<file path="src/v2c_queue.sv">
// Small register FIFO between the front and back ends.
// Depends on nothing; depth must be a power of two.
module v2c_queue #(
  parameter int WIDTH = 8,
  parameter int DEPTH = 32
) (
  input  logic             clk,
  input  logic             rst_n,
  input  logic             wr_en,
  input  logic [WIDTH-1:0] wr_data,
  input  logic             rd_en,
  output logic [WIDTH-1:0] rd_data,
  output logic             empty
);
  localparam int PTR_W = $clog2(DEPTH);

  logic [WIDTH-1:0] mem_r [DEPTH];
  logic [PTR_W:0]   wp_r, rp_r;

  always_ff @(posedge clk) begin
    if (!rst_n) begin
      wp_r <= '0;
      rp_r <= '0;
    end else begin
      if (wr_en) wp_r <= wp_r + 1'b1;
      if (rd_en) rp_r <= rp_r + 1'b1;
    end
    if (wr_en) mem_r[wp_r[PTR_W-1:0]] <= wr_data;
  end

  assign rd_data = mem_r[rp_r[PTR_W-1:0]];
  assign empty   = (wp_r == rp_r);

endmodule

</file>
<file path="config.mk">
export PLATFORM = sky130hd
export DESIGN_NAME = v2c_queue
export DESIGN_NICKNAME = d
export VERILOG_FILES = /design/src/v2c_queue.sv
export SDC_FILE = /design/constraint.sdc
export NUM_CORES = 1
export LEC_CHECK = 0
export ABC_AREA = 1
export BUFFER_PORTS_ARGS = -buffer_cell sky130_fd_sc_hd__buf_4
export CAP_MARGIN = 0
export CORE_MARGIN = 2
export CORE_UTILIZATION = 55
export CTS_BUF_LIST = sky130_fd_sc_hd__clkbuf_4 sky130_fd_sc_hd__clkbuf_8 sky130_fd_sc_hd__clkbuf_16
export DETAILED_ROUTE_END_ITERATION = 12
export PLACE_DENSITY = 0.7
export SLEW_MARGIN = 20
export SYNTH_ARGS = -nofsm -noshare
export SYNTH_HDL_FRONTEND = slang
export SYNTH_SLANG_ARGS = --single-unit
</file>
<file path="constraint.sdc">
create_clock -name clk -period 2.45 [get_ports clk]
set_input_delay 0.1225 -clock clk [delete_from_list [all_inputs] [get_ports clk]]
set_output_delay 0.1225 -clock clk [all_outputs]
set_load 0.01 [all_outputs]
</file>
# After elaboration in Yosys (flattened, before gate mapping)
# Memories as Yosys holds them, arrays and structs flattened. A register that Yosys moved wholly into a read port is not among the register bits.
# Index checks and enable logic that the tools add are counted.
# totals
regBits	12
latchBits	0
ram_bits	256
romBits	0
input_bits	12
out_inout_bits	9
elab_cells	10
memories	1
# mem_list
memory	words	width	rd	rd_ports_with_merged_regs	wr	line	rtl
mem_r	32	8	1	1	1	17	logic [WIDTH-1:0] mem_r [DEPTH];
# op_classes
add_sub_neg	2
mul	0
n_div	0
magnitude_cmp	0
eq_ne	1
shifts	0
muxes	4
bitwise	0
reduce_logical	0
# op_table
op	count
6-bit by 1-bit adder with 6-bit output (second input constant)	2
5-bit 2-to-1 mux	2
6-bit == test	1
1-bit 2-to-1 mux	2

# Logic depth before layout (Yosys ltp)
# Gate-level depths: netlist of run 1.
# logic_depth
ltp_word	3
ltp_mapped	11
mapped_depth_nobuf	9

# Worst setup path after synthesis of run 1
# No wires, ideal clock.
# synth_timing
kind	flip-flop to flip-flop
startpoint	register wp_r[0]
endpoint	memory mem_r[31][0] (enable)
setup_time_ps	374
arrival_time_ps	1276
required_time_ps	2076
slack_ps	800
path_stages_with_launch	6
path_buffers	0
synth_period_minus_slack_ps	1650
cell_sequence	dfxtp_1 > ha_1 > nand2_1 > inv_1 > nand2_1 > nor2_1
# synth_lines
item	line	rtl
start: declaration	18	logic [PTR_W:0] wp_r, rp_r;
start signal: assignment	25	if (wr_en) wp_r <= wp_r + 1'b1;
end: declaration	17	
# Straight into the memory's write port.

==> flow_metrics.env, run 1 <==
export IMPL_critPathMaxFanout=24
export IMPL_fin_nets=1067
export IMPL_numCtsBuffers=27
export IMPL_fin_crit_ps=2324
export IMPL_ys_types=22
export IMPL_fin_skew_ps=6.977
export IMPL_mostFrequentLayoutCells="384 x nand2_1, 256 x edfxtp_1, 197 x nand3_1"
export IMPL_synth_compound_area_share_pct=0.8384
export IMPL_antenna_left=0
export IMPL_fin_crit_sh_pct=94.84
export IMPL_timing_critical_path_max_delay_family="buffers and inverters"
export IMPL_tightest_slew_ps=730.4
export IMPL_rrSetupSlack_ps=510
export IMPL_hold_class="input pin to flop"
export IMPL_post_drt_wl_per_cell_um=19.52
export IMPL_critPathKind="flop to output port"
export IMPL_irDropWorstVdd_v=0.0004449
export IMPL_grt_pass1_wl_um=39730
export IMPL_dp_cells=1281
export IMPL_die_x_um=147.6
export IMPL_post_route_util_pct=63.81
export IMPL_vias=7438
export IMPL_clk_pin_slew_worst_paths_ps=60
export IMPL_crit_path_start_kind="flop"
export IMPL_seq_area_frac_synth_pct=70.78
export IMPL_yosysWarnings=0
export IMPL_start_util_pct=56.05
export IMPL_wl_um=26160
export IMPL_clk_latency_ps=520
export IMPL_synth_top_family_by_area="simple AND/OR/NAND/NOR gates"
export IMPL_h_tree_depth=1
export IMPL_synth_mux_area_share_pct=0
export IMPL_clockBufferDepth=3
export IMPL_crit_path_end_kind="output port"
export IMPL_cts_root_buf="clkbuf_16"
export IMPL_drc=0
export IMPL_num_antenna_cells=0
export IMPL_worst_path_largest_cell_delay_ps=350
export IMPL_place_hpwl_um=14910
export IMPL_synth_simple_area_share_pct=23.11
export IMPL_cp_slowest_cell="dfxtp_1"
export IMPL_synthAdderAreaFrac_pct=0.5516
export IMPL_power_leakage_uw=0.004838
export IMPL_io_pins=21
export IMPL_crit_top_cell="nand2_1"
export IMPL_placementRows=52
export IMPL_maxCapViolations=0
export IMPL_hold_viol=0
export IMPL_pwr_density_cell_nw_per_um2=799.7
export IMPL_grt_overflow_total=0
export IMPL_final_common_cell="nand2_1"
export IMPL_grt_use_total_pct=23.80
export IMPL_antenna_found_initial=0
export IMPL_max_freq_mhz=430.3
export IMPL_drive_above_1_share_pct=11.12
export IMPL_grt_pass1_vias=6916
export IMPL_required_ps=2330
export IMPL_cts_tree="yes"
export IMPL_syn_area_um2=11340
export IMPL_routabilityCongestion=0.8943
export IMPL_die_area_um2=21790
export IMPL_maxSlewHeadroom_pct=51.12
export IMPL_synth_xor_area_share_pct=0.2317
export IMPL_arrival_ps=2200
export IMPL_core_um2=20230
export IMPL_grt_max_degree=129
export IMPL_critPathBufInv=3
export IMPL_area_delta_synth_final_pct=13.84
export IMPL_drv_slew=0
export IMPL_port_buffers=20
export IMPL_status="completed"
export IMPL_final_cells=1340
export IMPL_synth_nets=1023
export IMPL_fin_setup_tns_ps=0
export IMPL_rsz0062_at_grt="false"
export IMPL_first_iter_violations=805
export IMPL_drtPass1Iterations=5
export IMPL_clock_sink_count=273
export IMPL_netlist_instances=1006
export IMPL_avgSynthCellArea_um2=11.27
export IMPL_final_setup_viol_count=0
export IMPL_path_cells="inv_1, buf_12, nand3_1, nand2_1, nand2_1, nand2_1, nand2_1, nand2_1, buf_4"
export IMPL_fp_dieH_um=147.6
export IMPL_via_per_inst=5.551
export IMPL_synth_seq_cells=273
==> per-layer routing <==
layer	vias up	part of all wire, %	track usage [%]
li1	3551	-	-
met1	3545	43	35.41
met2	317	47	37.58
met3	25	9.4	4.599
met4	0	1.1	4.135
met5	-	0	0
==> stage by stage <==
stage | cell area [um^2] | power (uW) | setup slack [ps] | hold WS, ps
global placement | 11800 | 5991 | 502.7 | 363.2
floorplan | 11340 | 5734 | 799.9 | 221.4
detailed placement | 11800 | 6003 | 477.2 | 366.6
global route | 12910 | 10660 | 23.92 | 37.11
finish | 12910 | 10330 | 126.3 | 43.56
CTS | 12800 | 10330 | 27.50 | 33.96
==> kinds of logic after synthesis <==
family,after synthesis
xor gates and xnor gates,3
AOI/OAI and AO/OA,19
buffers and inverters,77
and+or+nand+nor,629
adders and majority gates,5
DFF,273
==> final cells by class <==
class                      instances  area (um^2)
sequential                       273         8033
fill                            1541         7322
multi-input combinational        656         2810
clock buffer                      30        698.2
timing repair buffer              72        688.2
tap                              270        337.8
clock inverter                    19        252.7
inverter                          19        83.83
timing repair inverter             1        8.758
==> final timing paths <==
| kind | from | end | cells past startpoint |
|---|---|---|---|
| worst min register to register | wp_r[5]$_SDFFE_PN0P_ | wp_r[5]$_SDFFE_PN0P_ | 2 |
| worst max-delay path | flop | rd_data[7] | 9 |
| worst max register to register | wp_r[1]$_SDFFE_PN0P_ | mem_r[0][3]$_DFFE_PP_ | 4 |
| worst min-delay path | wr_data[6] | mem_r[28][6]$_DFFE_PP_ | 1 |
==> cells in the mapped netlist, drive strengths merged <==
master  count  area, um^2
dfxtp      17       340.3
xor2        2       17.52
nand2     384        1441
ha          5       62.56
clkbuf     10       38.78
buf        48       399.1
nand3     198       991.0
inv        19       71.32
a21oi      11       55.05
nor3b       1       7.510
xnor2       1       8.760
o21ai       8       40.04
edfxtp    256        7687
nor2       41       153.9
nand4       1       6.260
nor3        3       15.01
nor4        1       6.260
==> power by group <==
part / internal (uW) / switching, uW / leakage, uW
sequential: 5130 / 21.8 / 0.00245
clock: 2690 / 1690 / 0.000467
combinational: 254 / 548 / 0.00193
total: 8070 / 2260 / 0.00484
==> worst reg2reg max path, stage by stage (launching register included) <==
cell and delay (ps):
dfxtp_1 350, inv_1 140, ha_1 160, nand2_1 250, nor2_1 650
==> flip-flops by register name, summed over array words and instances (netlist names), named ones only <==
name and count:
rp_r 6, mem_r 256, wp_r 6
==> repair_timing <==
item | 4_1_cts | 5_1_grt
resized for setup | 2 | 4
endpoints found under the hold margin | 16 | 0
hold buffers | 4 | 0
pin swaps | 0 | 0
buffers inserted | 0 | 3
cloned | 0 | 3
endpoints found under the setup margin | 8 | 8
Power figures use the tool's default switching activity.
==> run 2, diff against run 1 <==
--- a/config.mk
+++ b/config.mk
@@ -12,7 +12,7 @@
 export CORE_UTILIZATION = 55
 export CTS_BUF_LIST = sky130_fd_sc_hd__clkbuf_4 sky130_fd_sc_hd__clkbuf_8 sky130_fd_sc_hd__clkbuf_16
 export DETAILED_ROUTE_END_ITERATION = 12
-export PLACE_DENSITY = 0.7
+export PLACE_DENSITY = 0.75
 export SLEW_MARGIN = 20
 export SYNTH_ARGS = -nofsm -noshare
 export SYNTH_HDL_FRONTEND = slang
==> run 2 against run 1 <==
Effect of this change:
- largest cell class unchanged
- global-route usage is 1.7 points lower
- power is 1.8% lower
- final area is 1.1% lower
- setup slack better by 24 ps
- non-clock buffer count is 10 lower
- cell count is 0.82% lower
- combinational power is 5.1% lower
- sequential cell count stayed put
- sequential power hardly changed
==> flow_metrics.env, run 2 (synthesis results as in run 1) <==
export IMPL_clock_sink_count=273
export IMPL_wl_um=24500
export IMPL_r2r_cells=5
export IMPL_drc=0
export IMPL_crit_top_cell="nand2_1"
export IMPL_io_pins=21
export IMPL_final_common_cell="nand2_1"
export IMPL_place_hpwl_um=13990
export IMPL_routabilityCongestion=0.8416
export IMPL_die_area_um2=21790
export IMPL_grt_max_degree=129
export IMPL_crit_path_end_kind="output port"
export IMPL_antenna_found_initial=0
export IMPL_numCtsBuffers=27
export IMPL_hp_start="wr_data[7]"
export IMPL_arrival_ps=2180
export IMPL_design_area_um2=12770
export IMPL_maxSlewHeadroom_pct=49.95
export IMPL_path_cells="inv_2, buf_6, nand3_1, nand3_1, nand2_1, nand2_1, nand2_1, nand2_1, nand2_1, buf_4"
export IMPL_port_buffers=20
export IMPL_reg2reg_to="mem_r[15][4]$_DFFE_PP_"
export IMPL_clockBufferDepth=3
export IMPL_hold_class="input pin to flop"
export IMPL_cp_slowest_cell="dfxtp_2"
export IMPL_fin_skew_ps=6.253
export IMPL_placementRows=52
export IMPL_grt_pass1_wl_um=37650
export IMPL_fin_setup_tns_ps=0
export IMPL_fin_crit_ps=2300
export IMPL_mostFrequentLayoutCells="384 x nand2_1, 256 x edfxtp_1, 198 x nand3_1"
export IMPL_grt_use_total_pct=22.12
export IMPL_largest_register_ffs=256
export IMPL_vias=7434
export IMPL_drive_above_1_share_pct=10.10
export IMPL_hold_worst_slack_ps=44.17
export IMPL_crit_path_start_kind="flop"
export IMPL_area_delta_synth_final_pct=12.55
export IMPL_drtPass1Iterations=5
export IMPL_setup_worst_path_end="rd_data[7]"
export IMPL_power_uw=10140
export IMPL_max_freq_mhz=434.9
export IMPL_antenna_left=0
export IMPL_fin_crit_sh_pct=93.86
export IMPL_status="completed"
export IMPL_r2r_start="wp_r[0]$_SDFFE_PN0P_"
export IMPL_grt_pass1_vias=6903
export IMPL_power_leakage_uw=0.004764
export IMPL_hold_viol=0
export IMPL_maxCapViolations=0
export IMPL_start_util_pct=56.05
export IMPL_post_route_util_pct=63.09
export IMPL_tightest_slew_ps=748.0
export IMPL_required_ps=2330
export IMPL_core_um2=20230
export IMPL_clk_pin_slew_worst_paths_ps=60
export IMPL_post_drt_wl_per_cell_um=18.43
export IMPL_first_iter_violations=759
export IMPL_fp_dieH_um=147.6
export IMPL_irDropWorstVdd_v=0.0005126
export IMPL_h_tree_depth=1
export IMPL_critPathMaxFanout=32
export IMPL_clk_latency_ps=510
export IMPL_num_antenna_cells=0
export IMPL_rsz0062_at_grt="false"
export IMPL_dpl_cell_area_um2=11710
export IMPL_cts_root_buf="clkbuf_16"
export IMPL_via_per_inst=5.594
export IMPL_drv_slew=0
export IMPL_critPathKind="flop to output port"
export IMPL_cts_tree="yes"
export IMPL_worst_path_largest_cell_delay_ps=340
export IMPL_pwr_density_cell_nw_per_um2=794.1
export IMPL_final_setup_viol_count=0
export IMPL_rrSetupSlack_ps=380
export IMPL_die_x_um=147.6
export IMPL_fin_nets=1056
export IMPL_grt_overflow_total=0
-- run 2: changes by cell type in the layout (fill, tap and decap cells not counted), moves of 2 or more --
cell      previous run  this run
buf_4               59        49
buf_12               5         2
inv_6                3         0
buf_6                0         2
clkbuf_4             3         5
clkinv_2             5         7
-- run 2: layout make-up --
cell class              count  area, um^2
inverters                  19       78.83
repair buffers             62       585.6
flip-flops and latches    273        8033
fillers                  1511        7468
well taps                 270       337.8
clock buffers              32       713.2
clock inverters            17       212.7
multi-input cells         656        2805
-- run 2: how the worst min path moves through the flow --
| stage | endpoint | slack [ps] | cells after the start |
|---|---|---|---|
| final | mem_r[31][7]$_DFFE_PP_ | 40 | 1 |
| after floorplan | mem_r[0][0]$_DFFE_PP_ | 220 | 0 |
| after global placement | rp_r[0]$_SDFFE_PN0P_ | 360 | 2 |
| after detailed placement | rp_r[0]$_SDFFE_PN0P_ | 360 | 2 |
| after global routing | mem_r[31][3]$_DFFE_PP_ | 50 | 1 |
| after CTS | mem_r[19][7]$_DFFE_PP_ | 30 | 1 |
-- run 2: layer usage --
layer	wire [um]	part of all wire, %	vias up	global-route usage [%]
li1	-	-	3528	-
met1	10260	42	3468	33.49
met2	11350	46	391	34.16
met3	2348	9.6	47	2.747
met4	537	2.2	0	6.538
met5	0	0	-	0
-- run 2: metrics by stage --
stage	worst slack [ps]	std cells
floorplan	799.9	1006
global placement	467.4	1273
detailed placement	398.0	1273
CTS	7.065	1327
global route	23.77	1329
finish	150.5	1329
-- run 2: critical path: cells and delay by family, from the launching register on --
| family | cells | cell delay, ps |
|---|---|---|
| flip-flops | 1 | 340 |
| buffers and inverters | 3 | 680 |
| AND/OR/NAND/NOR | 7 | 640 |
-- run 2: power breakdown --
| group | switching, uW | internal [uW] | leakage (uW) |
|---|---|---|---|
| clock | 1630 | 2600 | 0.000463 |
| sequential | 21.3 | 5130 | 0.00245 |
| combinational | 519 | 242 | 0.00186 |
-- run 2: timing repair --
action / 4_1_cts / 5_1_grt
endpoints found under the hold margin: 17 / 0
gates resized for setup: 1 / 5
gates cloned: 0 / 2
hold buffers: 5 / 0
endpoints found under the setup margin: 1 / 8
buffers inserted: 0 / 0
