==> src/v2c_pkg.sv <==
// Shared types, constants and helpers for the vol2col address generator.
// No dependencies.
package v2c_pkg;

  localparam int DIM_WIDTH_DEF  = 16;
  localparam int ADDR_WIDTH_DEF = 32;
  localparam int KR_W           = 24;
  localparam int FLD_W          = 8;
  localparam int DIV_STEP       = 4;
  localparam int DIV_STAGES     = KR_W / DIV_STEP;
  localparam int QDEPTH         = 32;
  localparam int IDX_W          = 3;

  localparam logic [IDX_W-1:0] REG_VOLUME   = 3'd0;
  localparam logic [IDX_W-1:0] REG_FILTER   = 3'd1;
  localparam logic [IDX_W-1:0] REG_OUTPUT   = 3'd2;
  localparam logic [IDX_W-1:0] REG_STRIDE   = 3'd3;
  localparam logic [IDX_W-1:0] REG_DILATION = 3'd4;
  localparam logic [IDX_W-1:0] REG_PADS     = 3'd5;
  localparam logic [IDX_W-1:0] REG_LAYOUT   = 3'd6;

  typedef struct packed {
    logic [FLD_W-1:0] d;
    logic [FLD_W-1:0] h;
    logic [FLD_W-1:0] w;
  } triple_t;

  typedef struct packed {
    triple_t filt;
    triple_t stride;
    triple_t dil;
    triple_t pad;
  } geom_t;

  localparam triple_t TRIPLE_ONE  = '{d: 8'd1, h: 8'd1, w: 8'd1};
  localparam triple_t TRIPLE_ZERO = '{d: 8'd0, h: 8'd0, w: 8'd0};

  function automatic logic [FLD_W-1:0] nonzero8(input logic [FLD_W-1:0] v);
    return (v == '0) ? FLD_W'(1) : v;
  endfunction

endpackage

==> src/v2c_div.sv <==
// Pipelined restoring divider, DIV_STEP quotient bits per stage, with sideband.
// Depends on v2c_pkg.
module v2c_div #(
  parameter int SIDE_W = 8
) (
  input  logic                      clk,
  input  logic                      rst_n,
  input  logic                      in_vld,
  input  logic [v2c_pkg::KR_W-1:0]  num,
  input  logic [v2c_pkg::FLD_W-1:0] den,
  input  logic [SIDE_W-1:0]         side_in,
  output logic                      out_vld,
  output logic [v2c_pkg::KR_W-1:0]  quo,
  output logic [v2c_pkg::FLD_W-1:0] rem,
  output logic [SIDE_W-1:0]         side_out
);
  import v2c_pkg::*;

  logic                vld_s  [0:DIV_STAGES];
  logic [KR_W-1:0]     num_s  [0:DIV_STAGES];
  logic [KR_W-1:0]     quo_s  [0:DIV_STAGES];
  logic [FLD_W-1:0]    rem_s  [0:DIV_STAGES];
  logic [SIDE_W-1:0]   side_s [0:DIV_STAGES];

  assign vld_s[0]  = in_vld;
  assign num_s[0]  = num;
  assign quo_s[0]  = '0;
  assign rem_s[0]  = '0;
  assign side_s[0] = side_in;

  for (genvar s = 0; s < DIV_STAGES; s++) begin : g_stage
    logic              vld_r;
    logic [KR_W-1:0]   num_r, quo_r, num_nxt, quo_nxt;
    logic [FLD_W-1:0]  rem_r, rem_nxt;
    logic [SIDE_W-1:0] side_r;

    always_comb begin
      logic [FLD_W:0] t;
      num_nxt = num_s[s];
      quo_nxt = quo_s[s];
      rem_nxt = rem_s[s];
      for (int i = 0; i < DIV_STEP; i++) begin
        t       = {rem_nxt, num_nxt[KR_W-1]};
        num_nxt = {num_nxt[KR_W-2:0], 1'b0};
        if (t >= {1'b0, den}) begin
          t       = t - {1'b0, den};
          quo_nxt = {quo_nxt[KR_W-2:0], 1'b1};
        end else begin
          quo_nxt = {quo_nxt[KR_W-2:0], 1'b0};
        end
        rem_nxt = t[FLD_W-1:0];
      end
    end

    always_ff @(posedge clk) begin
      if (!rst_n) begin
        vld_r <= 1'b0;
      end else begin
        vld_r <= vld_s[s];
      end
      num_r  <= num_nxt;
      quo_r  <= quo_nxt;
      rem_r  <= rem_nxt;
      side_r <= side_s[s];
    end

    assign vld_s[s+1]  = vld_r;
    assign num_s[s+1]  = num_r;
    assign quo_s[s+1]  = quo_r;
    assign rem_s[s+1]  = rem_r;
    assign side_s[s+1] = side_r;
  end

  assign out_vld  = vld_s[DIV_STAGES];
  assign quo      = quo_s[DIV_STAGES];
  assign rem      = rem_s[DIV_STAGES];
  assign side_out = side_s[DIV_STAGES];

endmodule

==> src/v2c_front.sv <==
// Front end: splits the kernel row by the filter sizes, forms the volume
// coordinate and classifies padding. Depends on v2c_pkg and v2c_div.
module v2c_front #(
  parameter int DIM_WIDTH = v2c_pkg::DIM_WIDTH_DEF
) (
  input  logic                     clk,
  input  logic                     rst_n,
  input  v2c_pkg::geom_t           geom,
  input  logic [DIM_WIDTH-1:0]     vd,
  input  logic [DIM_WIDTH-1:0]     vh,
  input  logic [DIM_WIDTH-1:0]     vw,
  input  logic                     in_vld,
  input  logic [v2c_pkg::KR_W-1:0] kr,
  input  logic [DIM_WIDTH-1:0]     oz,
  input  logic [DIM_WIDTH-1:0]     oy,
  input  logic [DIM_WIDTH-1:0]     ox,
  output logic                     it_vld,
  output logic [v2c_pkg::KR_W-1:0] it_kr,
  output logic [DIM_WIDTH-1:0]     it_oz,
  output logic [DIM_WIDTH-1:0]     it_oy,
  output logic [DIM_WIDTH-1:0]     it_ox,
  output logic [v2c_pkg::KR_W-1:0] it_c,
  output logic [DIM_WIDTH-1:0]     it_z,
  output logic [DIM_WIDTH-1:0]     it_y,
  output logic [DIM_WIDTH-1:0]     it_x,
  output logic                     it_pad
);
  import v2c_pkg::*;

  localparam int S1 = KR_W + 3 * DIM_WIDTH;
  localparam int S2 = S1 + FLD_W;
  localparam int S3 = S2 + FLD_W;
  localparam int PW = DIM_WIDTH + FLD_W;
  localparam int SW = DIM_WIDTH + 10;

  logic              v1, v2, v3;
  logic [KR_W-1:0]   q1, q2, q3;
  logic [FLD_W-1:0]  r1, r2, r3;
  logic [S1-1:0]     s1;
  logic [S2-1:0]     s2;
  logic [S3-1:0]     s3;

  v2c_div #(.SIDE_W(S1)) u_div_w (
    .clk, .rst_n, .in_vld(in_vld), .num(kr), .den(nonzero8(geom.filt.w)),
    .side_in({kr, oz, oy, ox}), .out_vld(v1), .quo(q1), .rem(r1), .side_out(s1)
  );

  v2c_div #(.SIDE_W(S2)) u_div_h (
    .clk, .rst_n, .in_vld(v1), .num(q1), .den(nonzero8(geom.filt.h)),
    .side_in({s1, r1}), .out_vld(v2), .quo(q2), .rem(r2), .side_out(s2)
  );

  v2c_div #(.SIDE_W(S3)) u_div_d (
    .clk, .rst_n, .in_vld(v2), .num(q2), .den(nonzero8(geom.filt.d)),
    .side_in({s2, r2}), .out_vld(v3), .quo(q3), .rem(r3), .side_out(s3)
  );

  logic [KR_W-1:0]      d_kr;
  logic [DIM_WIDTH-1:0] d_oz, d_oy, d_ox;
  logic [FLD_W-1:0]     w_off, h_off;

  assign {d_kr, d_oz, d_oy, d_ox, w_off, h_off} = s3;

  // coordinate stage
  logic                 cv_r;
  logic [KR_W-1:0]      ckr_r, cc_r;
  logic [DIM_WIDTH-1:0] coz_r, coy_r, cox_r;
  logic [SW-1:0]        zp_r, yp_r, xp_r;
  logic [PW-1:0]        pz, py, px;
  logic [2*FLD_W-1:0]   kz, ky, kx;

  assign pz = PW'(d_oz) * PW'(geom.stride.d);
  assign py = PW'(d_oy) * PW'(geom.stride.h);
  assign px = PW'(d_ox) * PW'(geom.stride.w);
  assign kz = (2*FLD_W)'(r3)    * (2*FLD_W)'(geom.dil.d);
  assign ky = (2*FLD_W)'(h_off) * (2*FLD_W)'(geom.dil.h);
  assign kx = (2*FLD_W)'(w_off) * (2*FLD_W)'(geom.dil.w);

  always_ff @(posedge clk) begin
    if (!rst_n) begin
      cv_r <= 1'b0;
    end else begin
      cv_r <= v3;
    end
    ckr_r <= d_kr;
    cc_r  <= q3;
    coz_r <= d_oz;
    coy_r <= d_oy;
    cox_r <= d_ox;
    zp_r  <= SW'(pz) + SW'(kz) - SW'(geom.pad.d);
    yp_r  <= SW'(py) + SW'(ky) - SW'(geom.pad.h);
    xp_r  <= SW'(px) + SW'(kx) - SW'(geom.pad.w);
  end

  // padding stage
  logic pad_nxt;

  assign pad_nxt = zp_r[SW-1] || yp_r[SW-1] || xp_r[SW-1] ||
                   (zp_r >= SW'(vd)) || (yp_r >= SW'(vh)) || (xp_r >= SW'(vw));

  always_ff @(posedge clk) begin
    if (!rst_n) begin
      it_vld <= 1'b0;
    end else begin
      it_vld <= cv_r;
    end
    it_kr  <= ckr_r;
    it_oz  <= coz_r;
    it_oy  <= coy_r;
    it_ox  <= cox_r;
    it_c   <= cc_r;
    it_z   <= zp_r[DIM_WIDTH-1:0];
    it_y   <= yp_r[DIM_WIDTH-1:0];
    it_x   <= xp_r[DIM_WIDTH-1:0];
    it_pad <= pad_nxt;
  end

endmodule

==> config.mk <==
export PLATFORM = sky130hd
export DESIGN_NAME = v2c_front
export DESIGN_NICKNAME = d
export VERILOG_FILES = /design/src/v2c_pkg.sv /design/src/v2c_div.sv /design/src/v2c_front.sv
export SDC_FILE = /design/constraint.sdc
export NUM_CORES = 2
export LEC_CHECK = 0
export ABC_AREA = 0
export BUFFER_PORTS_ARGS = -buffer_cell sky130_fd_sc_hd__buf_2
export CORE_ASPECT_RATIO = 1.2
export CORE_UTILIZATION = 35
export CTS_CLUSTER_SIZE = 25
export DETAILED_ROUTE_END_ITERATION = 16
export HOLD_SLACK_MARGIN = 0.08
export PLACE_DENSITY = 0.61
export SETUP_SLACK_MARGIN = 0.15
export SLEW_MARGIN = 20
export SYNTH_ARGS = -nofsm -noshare
export SYNTH_HDL_FRONTEND = slang
export SYNTH_SLANG_ARGS = --single-unit
==> constraint.sdc <==
create_clock -name clk -period 16.9 [get_ports clk]
set_clock_uncertainty 0.05 [all_clocks]
set_input_delay 0.845 -clock clk [delete_from_list [all_inputs] [get_ports clk]]
set_output_delay 0.845 -clock clk [all_outputs]
set_load 0.1 [all_outputs]
Word-level counts from Yosys, hierarchy flattened --
Cells that the tools add are included.
Storage, ports and cells: bits in registers 2355, bits of input ports 219, output and inout port bits 146, word-level logic and storage cells 420
Cells by class: add/sub/neg operators 78, multipliers 6, $lt $le $gt $ge 75, mux-type cells 147, reduce and logical (&&, ||, !) cells 8
Operators by type and width (number):
- greater-or-equal comparator 9 x 8 -> 1 bit | 69
- two-way mux 8 bit | 75
- subtractor 8 bit | 69
- greater-or-equal comparator 26 x 16 -> 1 bit | 3
- subtractor 25 x 8 -> 26 bit | 3
- adder 24 x 16 -> 25 bit | 3
- multiplier 16 x 8 -> 24 bit | 3
- two-way mux 1 bit | 72
- multiplier 8 x 8 -> 16 bit | 3
- greater-or-equal comparator 1 x 8 -> 1 bit | 3
- logical NOT 8 bit | 3
- subtractor 1 x 8 -> 8 bit | 3
- logical OR 1 bit | 5

Longest topological paths before layout --
depth in word-level cells 10, gate-level depth with buffers 45, mapped depth without buffers 41

Cells and area by module --
A second synthesis with hierarchy kept.
Second synthesis, totals: cells, all modules 9064, area, all modules 99840.8 um2
Modules (own cells, without submodules):
- v2c_front | instances 1, cells an instance 2938, area an instance 28860.2 um2, sequential area each 6426.2 um2
- v2c_div (u_div_d) | instances 1, cells an instance 2101, area an instance 24643.6 um2, sequential area each 14533.9 um2
- v2c_div (u_div_h) | instances 1, cells an instance 2020, area an instance 23615.1 um2, sequential area each 13573.0 um2
- v2c_div (u_div_w) | instances 1, cells an instance 2005, area an instance 22721.8 um2, sequential area each 12612.1 um2

Worst setup path after synthesis --
OpenSTA, ideal clock, no wires.
path kind in2reg, start point input port geom[75] (netlist bit), end point register u_div_w.g_stage[4].rem_r[2], library setup time 121 ps, data arrival time 10349 ps, data required time 16729 ps, path slack 6380 ps, stages on the path 41, buffers on the path 1, cell sequence nor4_1 -> nand2_1 -> o21bai_1 -> ha_1 -> nor2b_1 -> o31a_1 -> o21a_1 -> or4_4 -> nand2_4 -> mux2_2 -> inv_1 -> ha_1 -> nor2b_1 -> o31a_1 -> o31a_1 -> o31a_1 -> a211o_1 -> or2_1 -> [5 not listed] -> o21ai_0 -> a21boi_0 -> o21ai_0 -> a211o_1 -> a21oi_1 -> a311oi_4 -> mux2i_1 -> ha_1 -> nor2b_1 -> o21ai_0 -> a21boi_0 -> o21ai_0 -> a21oi_1 -> o21ai_0 -> o2111ai_1 -> mux2i_1 -> clkinv_2 -> mux2_2
On the way: longest elaborated chain between the ends 10, elaborated cells on any way between the ends 14, classes of those cells 4 x add/sub; 4 x order compare; 5 x mux; 1 x reduce/logical
Ends and longest elaborated chain:
- start, declared | RTL line v2c_front.sv:8 | input v2c_pkg::geom_t geom,
- logical NOT 8 bit | RTL line v2c_pkg.sv:39 | return (v == '0) ? FLD_W'(1) : v;
- two-way mux 8 bit (*) | RTL line v2c_pkg.sv:39
- subtractor 8 bit / greater-or-equal comparator 9 x 8 -> 1 bit (equally long branches) | RTL line v2c_div.sv:46, v2c_div.sv:45
- two-way mux 8 bit | RTL line v2c_div.sv:45 | if (t >= {1'b0, den}) begin
- greater-or-equal comparator 9 x 8 -> 1 bit / subtractor 8 bit (equally long branches) | RTL line v2c_div.sv:45, v2c_div.sv:46
- two-way mux 8 bit | RTL line v2c_div.sv:45
- subtractor 8 bit / greater-or-equal comparator 9 x 8 -> 1 bit (equally long branches) | RTL line v2c_div.sv:46, v2c_div.sv:45
- two-way mux 8 bit | RTL line v2c_div.sv:45
- subtractor 8 bit / greater-or-equal comparator 9 x 8 -> 1 bit (equally long branches) | RTL line v2c_div.sv:46, v2c_div.sv:45
- two-way mux 8 bit (*) | RTL line v2c_div.sv:45
- end signal, assigned | RTL line v2c_div.sv:63 | rem_r <= rem_nxt;
- end, declared | RTL line v2c_div.sv:34 | logic [FLD_W-1:0] rem_r, rem_nxt;
Every way passes the cells marked *; elsewhere a longest branch is shown, timed or not. A chain may end at the register's enable or synchronous reset.

Final worst setup path --
start point input port geom[89] (netlist bit), end point register u_div_d.g_stage[4].rem_r[1]
On the way: longest elaborated chain between the ends 10, elaborated cells on any way between the ends 14, classes of those cells 4 x add/sub; 4 x order compare; 5 x mux; 1 x reduce/logical
Ends and longest elaborated chain (RTL line):
- logical NOT 8 bit | v2c_pkg.sv:39
- two-way mux 8 bit (*) | v2c_pkg.sv:39
- subtractor 8 bit / greater-or-equal comparator 9 x 8 -> 1 bit (equally long branches) | v2c_div.sv:46, v2c_div.sv:45
- two-way mux 8 bit | v2c_div.sv:45
- subtractor 8 bit / greater-or-equal comparator 9 x 8 -> 1 bit (equally long branches) | v2c_div.sv:46, v2c_div.sv:45
- two-way mux 8 bit | v2c_div.sv:45
- greater-or-equal comparator 9 x 8 -> 1 bit / subtractor 8 bit (equally long branches) | v2c_div.sv:45, v2c_div.sv:46
- two-way mux 8 bit | v2c_div.sv:45
- subtractor 8 bit / greater-or-equal comparator 9 x 8 -> 1 bit (equally long branches) | v2c_div.sv:46, v2c_div.sv:45
- two-way mux 8 bit (*) | v2c_div.sv:45
- end signal, assigned | v2c_div.sv:63
- end, declared | v2c_div.sv:34
Marked as above.

==> run summary <==
Post-Route WL - 210000 um
DIE HEIGHT - 579 um
Outcome - finished, final reports clean
TritonCTS Buffers - 235
Synth Warn # - 0
Fill cells - 26068
Setup CP Type - input pin to register
Post-CTS Setup Bufs - 0
Worst r2r path cells - 36
GR Overflow Total - 0
Register area share after synthesis - 47.4%
Commonest non-fill, non-tap cells in the layout - dfxtp_1, inv_1, ha_1
Slew Viols, Final - 0
Critical path capture point type - register
Clock Path Buffers - 4
Residual DRC count - 0
Cell count after synthesis - 8663
Clock sinks - 2295
Port bufs - 364
#FFs+latches synth - 2295
Yosys cell types - 105
Largest stage delay, worst path - 0.86 ns
Post-cts resize count - 0
Die X - 483 um
Hold_buf cts - 73
Final net count - 10948
Max cap viols - 0
Average size of a mapped cell - 11.2 um2
Vias in the first global route - 64060
Slowest cell on the critical path - o31ai_1
Footprint of the multi-input gates - 0.0468 mm2
Slew margin rel. - 27.9%
Post-synth ARST share - 0%
RSZ-0062 raised after global routing - no
IO Pins - 365
CTS tree - done
Min-Delay Path Class - register to register
Worst r2r src - u_div_d.g_stage[3].num_r[23]
Via count - 61179
Drt first-iter violations - 2441
Global-route wire length before repair - 335000 um
Area growth from synthesis to layout - 15.8%
Worst skew pair latency - 0.89 ns
Worst setup margin - 5.56 ns
Reg area - 0.0459 mm2
Post-Place Setup Slack - 4.82 ns
Initial Util - 35.2%
Cell with the most instances on the worst path - o21ai_0
Mapped cell area - 0.0970 mm2
CP startpoint - geom[89]
Reg2reg end - u_div_d.g_stage[4].rem_r[1]
Worst Path Arrival - 11.99 ns
CTS H-tree depth - 4
Commonest non-fill, non-tap cell in the layout - dfxtp_1
Final Hold Vio Count - 0
Worst Setup EP - u_div_d.g_stage[4].rem_r[1]
Post-route ant nets - 0
Utilization after layout - 40.8%
Share of cells above drive strength 1 - 12.4%
Worst Path Required - 17.54 ns
Post-detail-place hpwl - 159000 um
Final Critical Period - 11.34 ns
DR pass1 iterations - 5
Post-synth EDFFs - 0
# setup viols final - 0
Primary FF master, synth - dfxtp_1
Pin count of the biggest net entering global routing - 27
Worst-path clk slew - 0.06 ns
Post-DR wirelength/cell - 16.0 um
Core area - 0.275 mm2
Gp weighted congestion - 0.864
Synth Net Count - 10319
Row count - 211
Final setup TNS - 0 ns
Worst-margin pin slew - 1.05 ns
Startpoint types - input pin
Max Freq - 0.0882 GHz
Clock root buffer - clkbuf_16
Max Fanout on Critical Path - 24
Antenna violations before repair - 20
Period utilization - 67.1%
Die Area - 0.279 mm2
GRT Overall Usage - 14.9%
R2R Setup Slk - 6.55 ns
Via/cell ratio - 4.67
-- Yosys cell counts, drive strengths merged, types with 14 or more instances --
library cell	count	area, um2
a21boi	56	424
o211ai	38	300
fa	552	11100
inv	1045	3920
mux2i	111	1120
and3	37	231
nor2	336	1260
nor2b	154	963
nand2	583	2200
and2	270	1690
xor2	113	990
clkbuf	68	255
a211oi	37	313
a21o	96	721
a21oi	260	1300
o21ai	310	1560
or2	26	163
and4	20	175
nand3	93	470
o2111ai	17	149
o21a	131	985
xnor2	228	2000
o21bai	28	210
buf	14	77.6
mux2	292	3290
ha	885	11100
dfxtp	2295	45900
or3	40	250
nor3	115	586
nand4	78	488
o31a	30	263
o31ai	33	258
nand2b	53	332
a31oi	34	213
-- worst max-delay path: cells and delay by family --
| kind | cells | cell delay, ns |
|---|---|---|
| fa+ha+maj | 4 | 1.29 |
| simple gates | 8 | 2.41 |
| compound gates | 20 | 5.19 |
| mux | 1 | 0.41 |
| buf+inv | 7 | 1.76 |
-- cells by family after synthesis --
group	Yosys count	synth area share [%]
flip-flops	2295	47.4
AND/OR/NAND/NOR	1855	9.51
adder cells (fa/ha/maj)	1437	22.8
AO/OA/AOI/OAI	1201	8.27
buffers and inverters	1131	4.40
multiplexers	403	4.55
XOR/XNOR	341	3.08
-- flip-flops by register name (all words and copies together), names as in the netlist, 26 cells and up --
register / cells
u_div_h.g_stage.rem_r: 40
u_div_w.side_out: 72
yp_r: 26
u_div_d.g_stage.quo_r: 60
u_div_h.g_stage.quo_r: 60
u_div_d.g_stage.num_r: 60
u_div_d.side_out: 88
zp_r: 26
u_div_h.g_stage.num_r: 60
u_div_h.g_stage.side_r: 400
u_div_w.g_stage.quo_r: 60
u_div_w.g_stage.side_r: 360
xp_r: 26
u_div_d.g_stage.rem_r: 40
u_div_d.g_stage.side_r: 440
u_div_h.side_out: 80
u_div_w.g_stage.rem_r: 40
-- per-layer routing --
metal / vias up / wire length (um) / global-route usage [%]
met5: - / 61 / 0
met4: 12 / 7710 / 5.77
met3: 455 / 10000 / 2.68
met2: 1322 / 102000 / 26.2
met1: 29287 / 89800 / 17.8
li1: 30103 / - / -
-- area by class of cell --
class                   instances  area share, %
well taps                    3621           4.04
diodes                         11         0.0245
clock buffers                 293           5.76
inverters                    1049           3.51
multi-input cells            5237           41.7
repair buffers                474           2.52
flip-flops and latches       2295           40.9
clock inverters               129           1.56
-- worst min path at each step --
stage	start	end	slack [ns]	cells after the start
after global placement	u_div_d.g_stage[3].side_r[50]	u_div_d.g_stage[4].side_r[50]	0.26	0
after global routing	rst_n	u_div_w.g_stage[3].vld_r	0.21	2
after CTS	rst_n	u_div_d.g_stage[2].vld_r	0.17	2
after detailed placement	u_div_d.quo[14]	cc_r[14]	0.26	0
final	u_div_d.quo[3]	cc_r[3]	0.23	0
after floorplan	u_div_d.quo[0]	cc_r[0]	0.26	0
-- stage by stage --
step	area [um2]	hold WS, ns	cells
finish	112000	0.234	13109
detailed placement	103000	0.262	12603
CTS	112000	0.169	13098
global route	112000	0.208	13103
floorplan	97000	0.260	8663
global placement	103000	0.259	12603
Power is not shown: default switching activity piles up to over one toggle a cycle in this logic, so the estimate is an artifact.
